**src/hdl/btkvl_pkg.sv**
```systemverilog
`timescale 1ns / 1ps

package btkvl_pkg;

  localparam int CAPACITY    = 128;
  localparam int ADDR_W      = (CAPACITY > 1) ? $clog2(CAPACITY) : 1;
  localparam int CNT_W       = $clog2(CAPACITY + 1);
  localparam int WEIGHT_W    = 48;
  localparam int SIZE_W      = 40;
  localparam int ID_W        = 16;
  localparam int COUNT_OUT_W = 8;
  localparam int OP_W        = 2;

  typedef enum logic [OP_W-1:0] {
    OP_INSERT = 2'd0,
    OP_POP    = 2'd1,
    OP_CLEAR  = 2'd2,
    OP_NOP    = 2'd3
  } opcode_t;

  // weight sits in the lowest bits, id in the highest
  typedef struct packed {
    logic [ID_W-1:0]     id;
    logic [SIZE_W-1:0]   size;
    logic [WEIGHT_W-1:0] weight;
  } entry_t;

  localparam int IN_DATA_W  = $bits(entry_t);
  localparam int OUT_DATA_W = $bits(entry_t) + COUNT_OUT_W;
  localparam int OUT_USER_W = 2;

  typedef enum logic [2:0] {
    RD_TOP,     // count - 1
    RD_BASE,    // entry 0
    RD_BELOW,   // ptr - 2
    RD_ABOVE,   // ptr + 1
    RD_ABOVE2   // ptr + 2
  } rd_sel_t;

  typedef enum logic [2:0] {
    PTR_HOLD,
    PTR_ZERO,
    PTR_COUNT,
    PTR_DEC,
    PTR_INC
  } ptr_op_t;

  typedef enum logic [1:0] {
    CNT_HOLD,
    CNT_INC,
    CNT_DEC,
    CNT_CLR
  } cnt_op_t;

  typedef enum logic {
    WR_NEW,
    WR_RD
  } wr_src_t;

  typedef struct packed {
    logic    load_in;
    logic    rd_en;
    rd_sel_t rd_sel;
    logic    wr_en;
    wr_src_t wr_src;
    ptr_op_t ptr_op;
    cnt_op_t cnt_op;
    logic    res_clear;
    logic    res_pop;
    logic    res_acc_set;
    logic    out_load;
  } dp_cmd_t;

  typedef struct packed {
    logic empty;
    logic full;
    logic rd_lt;
    logic ptr_is_one;
    logic ptr_p1_top;
    logic ptr_p2_top;
    logic out_free;
  } dp_status_t;

endpackage

```
**src/hdl/btkvl_ctrl.sv**
```systemverilog
`timescale 1ns / 1ps

module btkvl_ctrl
  import btkvl_pkg::*;
(
  input  logic       clk,
  input  logic       rst,
  input  logic       s_tvalid,
  input  opcode_t    in_op,
  input  dp_status_t status,
  output logic       s_tready,
  output dp_cmd_t    cmd
);

  typedef enum logic [2:0] {
    ST_IDLE,
    ST_DISPATCH,
    ST_SHIFT_UP,
    ST_CHK_LOW,
    ST_SHIFT_DN,
    ST_PLACE,
    ST_POP_WAIT,
    ST_FINISH
  } state_t;

  state_t  state;
  state_t  state_next;
  opcode_t op;
  logic    grow;

  assign s_tready = (state == ST_IDLE);

  always_comb begin
    cmd        = '0;
    cmd.rd_sel = RD_TOP;
    cmd.wr_src = WR_NEW;
    cmd.ptr_op = PTR_HOLD;
    cmd.cnt_op = CNT_HOLD;
    state_next = state;
    case (state)
      ST_IDLE: begin
        if (s_tvalid) begin
          cmd.load_in = 1'b1;
          state_next  = ST_DISPATCH;
        end
      end
      ST_DISPATCH: begin
        cmd.res_clear = 1'b1;
        state_next    = ST_FINISH;
        case (op)
          OP_INSERT: begin
            if (status.empty) begin
              cmd.ptr_op = PTR_ZERO;
              state_next = ST_PLACE;
            end else if (!status.full) begin
              cmd.ptr_op = PTR_COUNT;
              cmd.rd_en  = 1'b1;
              cmd.rd_sel = RD_TOP;
              state_next = ST_SHIFT_UP;
            end else begin
              cmd.ptr_op = PTR_ZERO;
              cmd.rd_en  = 1'b1;
              cmd.rd_sel = RD_BASE;
              state_next = ST_CHK_LOW;
            end
          end
          OP_POP: begin
            if (!status.empty) begin
              cmd.rd_en  = 1'b1;
              cmd.rd_sel = RD_TOP;
              state_next = ST_POP_WAIT;
            end
          end
          OP_CLEAR: cmd.cnt_op = CNT_CLR;
          default:  cmd.cnt_op = CNT_HOLD;
        endcase
      end
      ST_SHIFT_UP: begin
        // move larger-or-equal entries up one slot
        cmd.wr_en = 1'b1;
        if (!status.rd_lt) begin
          cmd.wr_src = WR_RD;
          cmd.ptr_op = PTR_DEC;
          if (status.ptr_is_one) begin
            state_next = ST_PLACE;
          end else begin
            cmd.rd_en  = 1'b1;
            cmd.rd_sel = RD_BELOW;
          end
        end else begin
          cmd.cnt_op      = CNT_INC;
          cmd.res_acc_set = 1'b1;
          state_next      = ST_FINISH;
        end
      end
      ST_CHK_LOW: begin
        // full list: reject unless the new weight beats the smallest
        if (!status.rd_lt) begin
          state_next = ST_FINISH;
        end else if (status.ptr_p1_top) begin
          state_next = ST_PLACE;
        end else begin
          cmd.rd_en  = 1'b1;
          cmd.rd_sel = RD_ABOVE;
          state_next = ST_SHIFT_DN;
        end
      end
      ST_SHIFT_DN: begin
        // drop the smallest, move smaller entries down one slot
        cmd.wr_en = 1'b1;
        if (status.rd_lt) begin
          cmd.wr_src = WR_RD;
          cmd.ptr_op = PTR_INC;
          if (status.ptr_p2_top) begin
            state_next = ST_PLACE;
          end else begin
            cmd.rd_en  = 1'b1;
            cmd.rd_sel = RD_ABOVE2;
          end
        end else begin
          cmd.res_acc_set = 1'b1;
          state_next      = ST_FINISH;
        end
      end
      ST_PLACE: begin
        cmd.wr_en       = 1'b1;
        cmd.cnt_op      = grow ? CNT_INC : CNT_HOLD;
        cmd.res_acc_set = 1'b1;
        state_next      = ST_FINISH;
      end
      ST_POP_WAIT: begin
        cmd.res_pop = 1'b1;
        cmd.cnt_op  = CNT_DEC;
        state_next  = ST_FINISH;
      end
      ST_FINISH: begin
        if (status.out_free) begin
          cmd.out_load = 1'b1;
          state_next   = ST_IDLE;
        end
      end
      default: state_next = ST_IDLE;
    endcase
  end

  always_ff @(posedge clk) begin
    if (rst) begin
      state <= ST_IDLE;
      op    <= OP_NOP;
      grow  <= 1'b0;
    end else begin
      state <= state_next;
      if (cmd.load_in) begin
        op <= in_op;
      end
      if (state == ST_DISPATCH) begin
        grow <= !status.full;
      end
    end
  end

endmodule

```
**config.mk**
```make
export PLATFORM = sky130hd
export DESIGN_NAME = btkvl_ctrl
export DESIGN_NICKNAME = d
export VERILOG_FILES = /design/src/hdl/btkvl_pkg.sv /design/src/hdl/btkvl_ctrl.sv
export SDC_FILE = /design/constraint.sdc
export NUM_CORES = 1
export LEC_CHECK = 0
export BUFFER_PORTS_ARGS = -buffer_cell sky130_fd_sc_hd__buf_2
export CORE_AREA = 5 5 50 52
export CTS_BUF_LIST = sky130_fd_sc_hd__clkbuf_4 sky130_fd_sc_hd__clkbuf_8 sky130_fd_sc_hd__clkbuf_16
export DETAILED_ROUTE_END_ITERATION = 8
export DIE_AREA = 0 0 55 57
export GPL_TIMING_DRIVEN = 0
export PLACE_DENSITY = 0.63
export SYNTH_ARGS = -nofsm -noshare
export SYNTH_HDL_FRONTEND = slang
export SYNTH_SLANG_ARGS = --single-unit
```
**constraint.sdc**
```tcl
create_clock -name clk -period 2.5 [get_ports clk]
set_clock_uncertainty 0.15 [all_clocks]
set_input_delay 0.5 -clock clk [delete_from_list [all_inputs] [get_ports clk]]
set_output_delay 0.5 -clock clk [all_outputs]
set_load 0.02 [all_outputs]
```
==> run summary <==
The effective utilization at floorplan came out at 27.0%. The number of buffers on the longest clock path is 2. The tightest slew margin relative to the limit is 78.5%. Synthesis produced a netlist whose cell count is 79.

Dividing the detail-routed wire length by the instance count gives 11.9 um. The transition at the pin with the smallest max-transition slack came out at 0.321 ns. The path class of the tightest hold or removal check is input pin to flop.

The post-route netlist has 36.4% of its cells at a drive strength greater than 1. The worst path needs 2.31 ns of the cycle, external delays included. The buffers inserted during post-CTS setup optimization is 0. The die area came out at 3140 sq um.

The worst IR drop on VDD is 476 uV. The number of port buffers came out at 28. The power density over the cells came out at 804 nW/um^2. For this run, design rule violations remaining after detail routing come to 0. The final number of hold-violating endpoints is 0. The number of clock buffers inserted by TritonCTS is 3. After the last flow step, the layout net total stands at 124. The worst setup path is captured at a primary output.

During I/O placement, the number of pins put on the boundary was 29. The run finished with clean final reports. The worst setup path is of the flop to primary output kind.

The floorplan step defined a core boundary enclosing 2060 sq um. The global-route usage over all layers is 11.5%. The number of warnings reported in the yosys synthesis log came out at 0. The stage delay of the slowest cell on the critical path came out at 0.39 ns. The number of enable flip-flop cells after synthesis is 0. The number of levels in the clock H-tree is 1. The detailed router's first-iteration violation count is 8.

Synthesis inferred 6 register bits. The total of endpoints with negative setup slack in the final report is 0. For this run, the leading register cell type out of synthesis is dfxtp_1.

The required time at the worst-slack endpoint is 1.85 ns. In this run, post-CTS hold repair placed 0 buffers. The portion of the clock cycle consumed by the worst path in the final layout came out at 92.2%.

The number of violations of the max-capacitance limit came out at 0. The later pin in the worst-skew pair is clocked with a latency of 0.25 ns. The clock tree from TritonCTS is built. With fillers left out, the area of the finished cells amounts to 757 sq um. The arrival time of the worst setup path is 1.66 ns. The maximum fanout along the worst path came out at 10.

Timing would allow up to 434 MHz. The overflow left after global routing is 0. The top cell types in the final layout, fill and taps aside, are buf_2, nand2_1, inv_1. The cell chosen for the clock root is clkbuf_4. dfxtp_1 takes more of the synthesized area than any other cell. The die boundary width is 55 um.

The number of global-route vias before repair is 655. Ranked by total cell area, the synthesized netlist is headed by dfxtp_1, nand2_1, nand2b_1. The sum of routed wire length over all layers is 1640 um. The floorplan die height is 57 um. The count of nets left with antenna violations once routing finished came out at 0. The number of library cell types mapped by synthesis is 33.

The sequential cell area fraction in the yosys report came out at 21.6%. Before antenna repair, the detailed router went through 4 iterations. The area growth from synthesis to layout is 36.0%.

The fraction of registers with async set/reset is 0%. Entering global routing, the biggest net connects 11 pins. The setup TNS after final layout is 0 ns.

The cell area after synthesis is 557 sq um. The number of vias after detailed routing came out at 676. After clock tree synthesis, the clock-pin slew on the worst setup and hold paths is 0.05 ns.

The area of placed instances came out at 732 sq um. The initial antenna violation count is 0. The number of clock sinks seen by CTS came out at 6.

The startpoint type of the worst setup path is a flop. Setup repair after global routing left no endpoint under its margin. Row generation in the floorplan step produced 17 rows. The mean area per synthesized cell came out at 7.05 sq um. The routability congestion estimate is 0.855. Traced cell by cell, the critical path runs through buf_4 > nor2b_1 > nand2_1 > o21ai_0 > a211o_1 > buf_2.

The max-slew violation count came out at 0. The top cell type's share of synthesized area came out at 21.6%. Leaving out fill and tap cells, the most frequent cell in the layout is buf_2. The global-route wire length before repair is 2730 um.

Among all stages on the critical path, the largest delay is contributed by dfxtp_1. The number of vias per cell came out at 4.90. Once detailed placement completed, the half-perimeter wirelength came to 1380 um. The net count after synthesis came out at 91. The leakage component of the power is 0.409 nW. The number of antenna diodes in the final layout is 0.
[state kept, by name, indices dropped and copies added, names as in the netlist]
| register | cells |
|---|---|
| state | 3 |
| op | 2 |
| grow | 1 |
[cells in the mapped netlist, types with 2 or more instances]
master	n
nand3_1	3
nand3b_1	2
o31ai_1	2
and2_1	2
nand2b_1	6
buf_2	2
buf_4	2
dfxtp_1	6
nor2_1	7
o21ai_0	6
nor2b_1	2
a211oi_1	2
inv_1	8
nand2_1	10
[repair_timing]
item / CTS / global route
hold endpoints to repair: 0 / 0
resized for setup: 0 / 1
setup endpoints to repair: 0 / 1
[per-layer routing]
| layer | track usage, % | part of all wire [%] | up-vias |
|---|---|---|---|
| li1 | - | - | 344 |
| met4 | 5.90 | 1.3 | 0 |
| met3 | 2.35 | 8.9 | 2 |
| met5 | 0 | 0 | - |
| met2 | 18.8 | 47 | 22 |
| met1 | 13.7 | 43 | 308 |
[per-stage QoR]
step	worst slack (ns)	total power, W	std cells	hold slack (ns)	utilization [%]
5_1_grt	0.00464	0.000657	138	0.302	36.7
3_5_place_dp	0.345	0.000517	135	0.343	35.5
3_3_place_gp	0.364	0.000511	135	0.339	35.5
6_report	0.194	0.000608	138	0.303	36.7
2_1_floorplan	0.289	0.000410	79	0.323	-
4_1_cts	0.191	0.000613	138	0.297	36.6
[where the power goes]
part	internal (W)	switching (W)	total (W)
combinational	0.000144	0.000217	0.000361
clock	0.0000545	0.0000383	0.0000929
sequential	0.000121	0.0000334	0.000154
total	0.000319	0.000289	0.000608
[logic make-up after synthesis]
family                 share of synthesized area [%]
buffers and inverters                           9.89
flip-flops                                      21.6
multiplexers                                    1.80
AO/OA/AOI/OAI                                   27.9
AND/OR/NAND/NOR                                 38.9
[layout make-up]
cell class | instances | area (sq um)
well taps | 28 | 35.0
multi-input cells | 61 | 384
flip-flops and latches | 6 | 120
clock buffers | 3 | 22.5
plain buffers | 4 | 25.0
fillers | 237 | 1310
inverters | 8 | 30.0
repair buffers | 28 | 140
[worst max-delay path: cells and delay by family, from the launching register on]
family | cells | cell delay [ns]
AO/OA/AOI/OAI | 2 | 0.35
buffers and inverters | 2 | 0.35
flip-flops | 1 | 0.39
AND/OR/NAND/NOR | 2 | 0.32
[worst paths after layout]
path | startpoint | end | slack, ns | cells after the start
max reg2reg | state[2] | state[0] | 0.95 | 4
min reg2reg | grow | grow | 0.35 | 2
min | rst | state[1] | 0.30 | 2
max | state[1] | cmd[14] | 0.19 | 6
(Power assumes the default switching activity.)
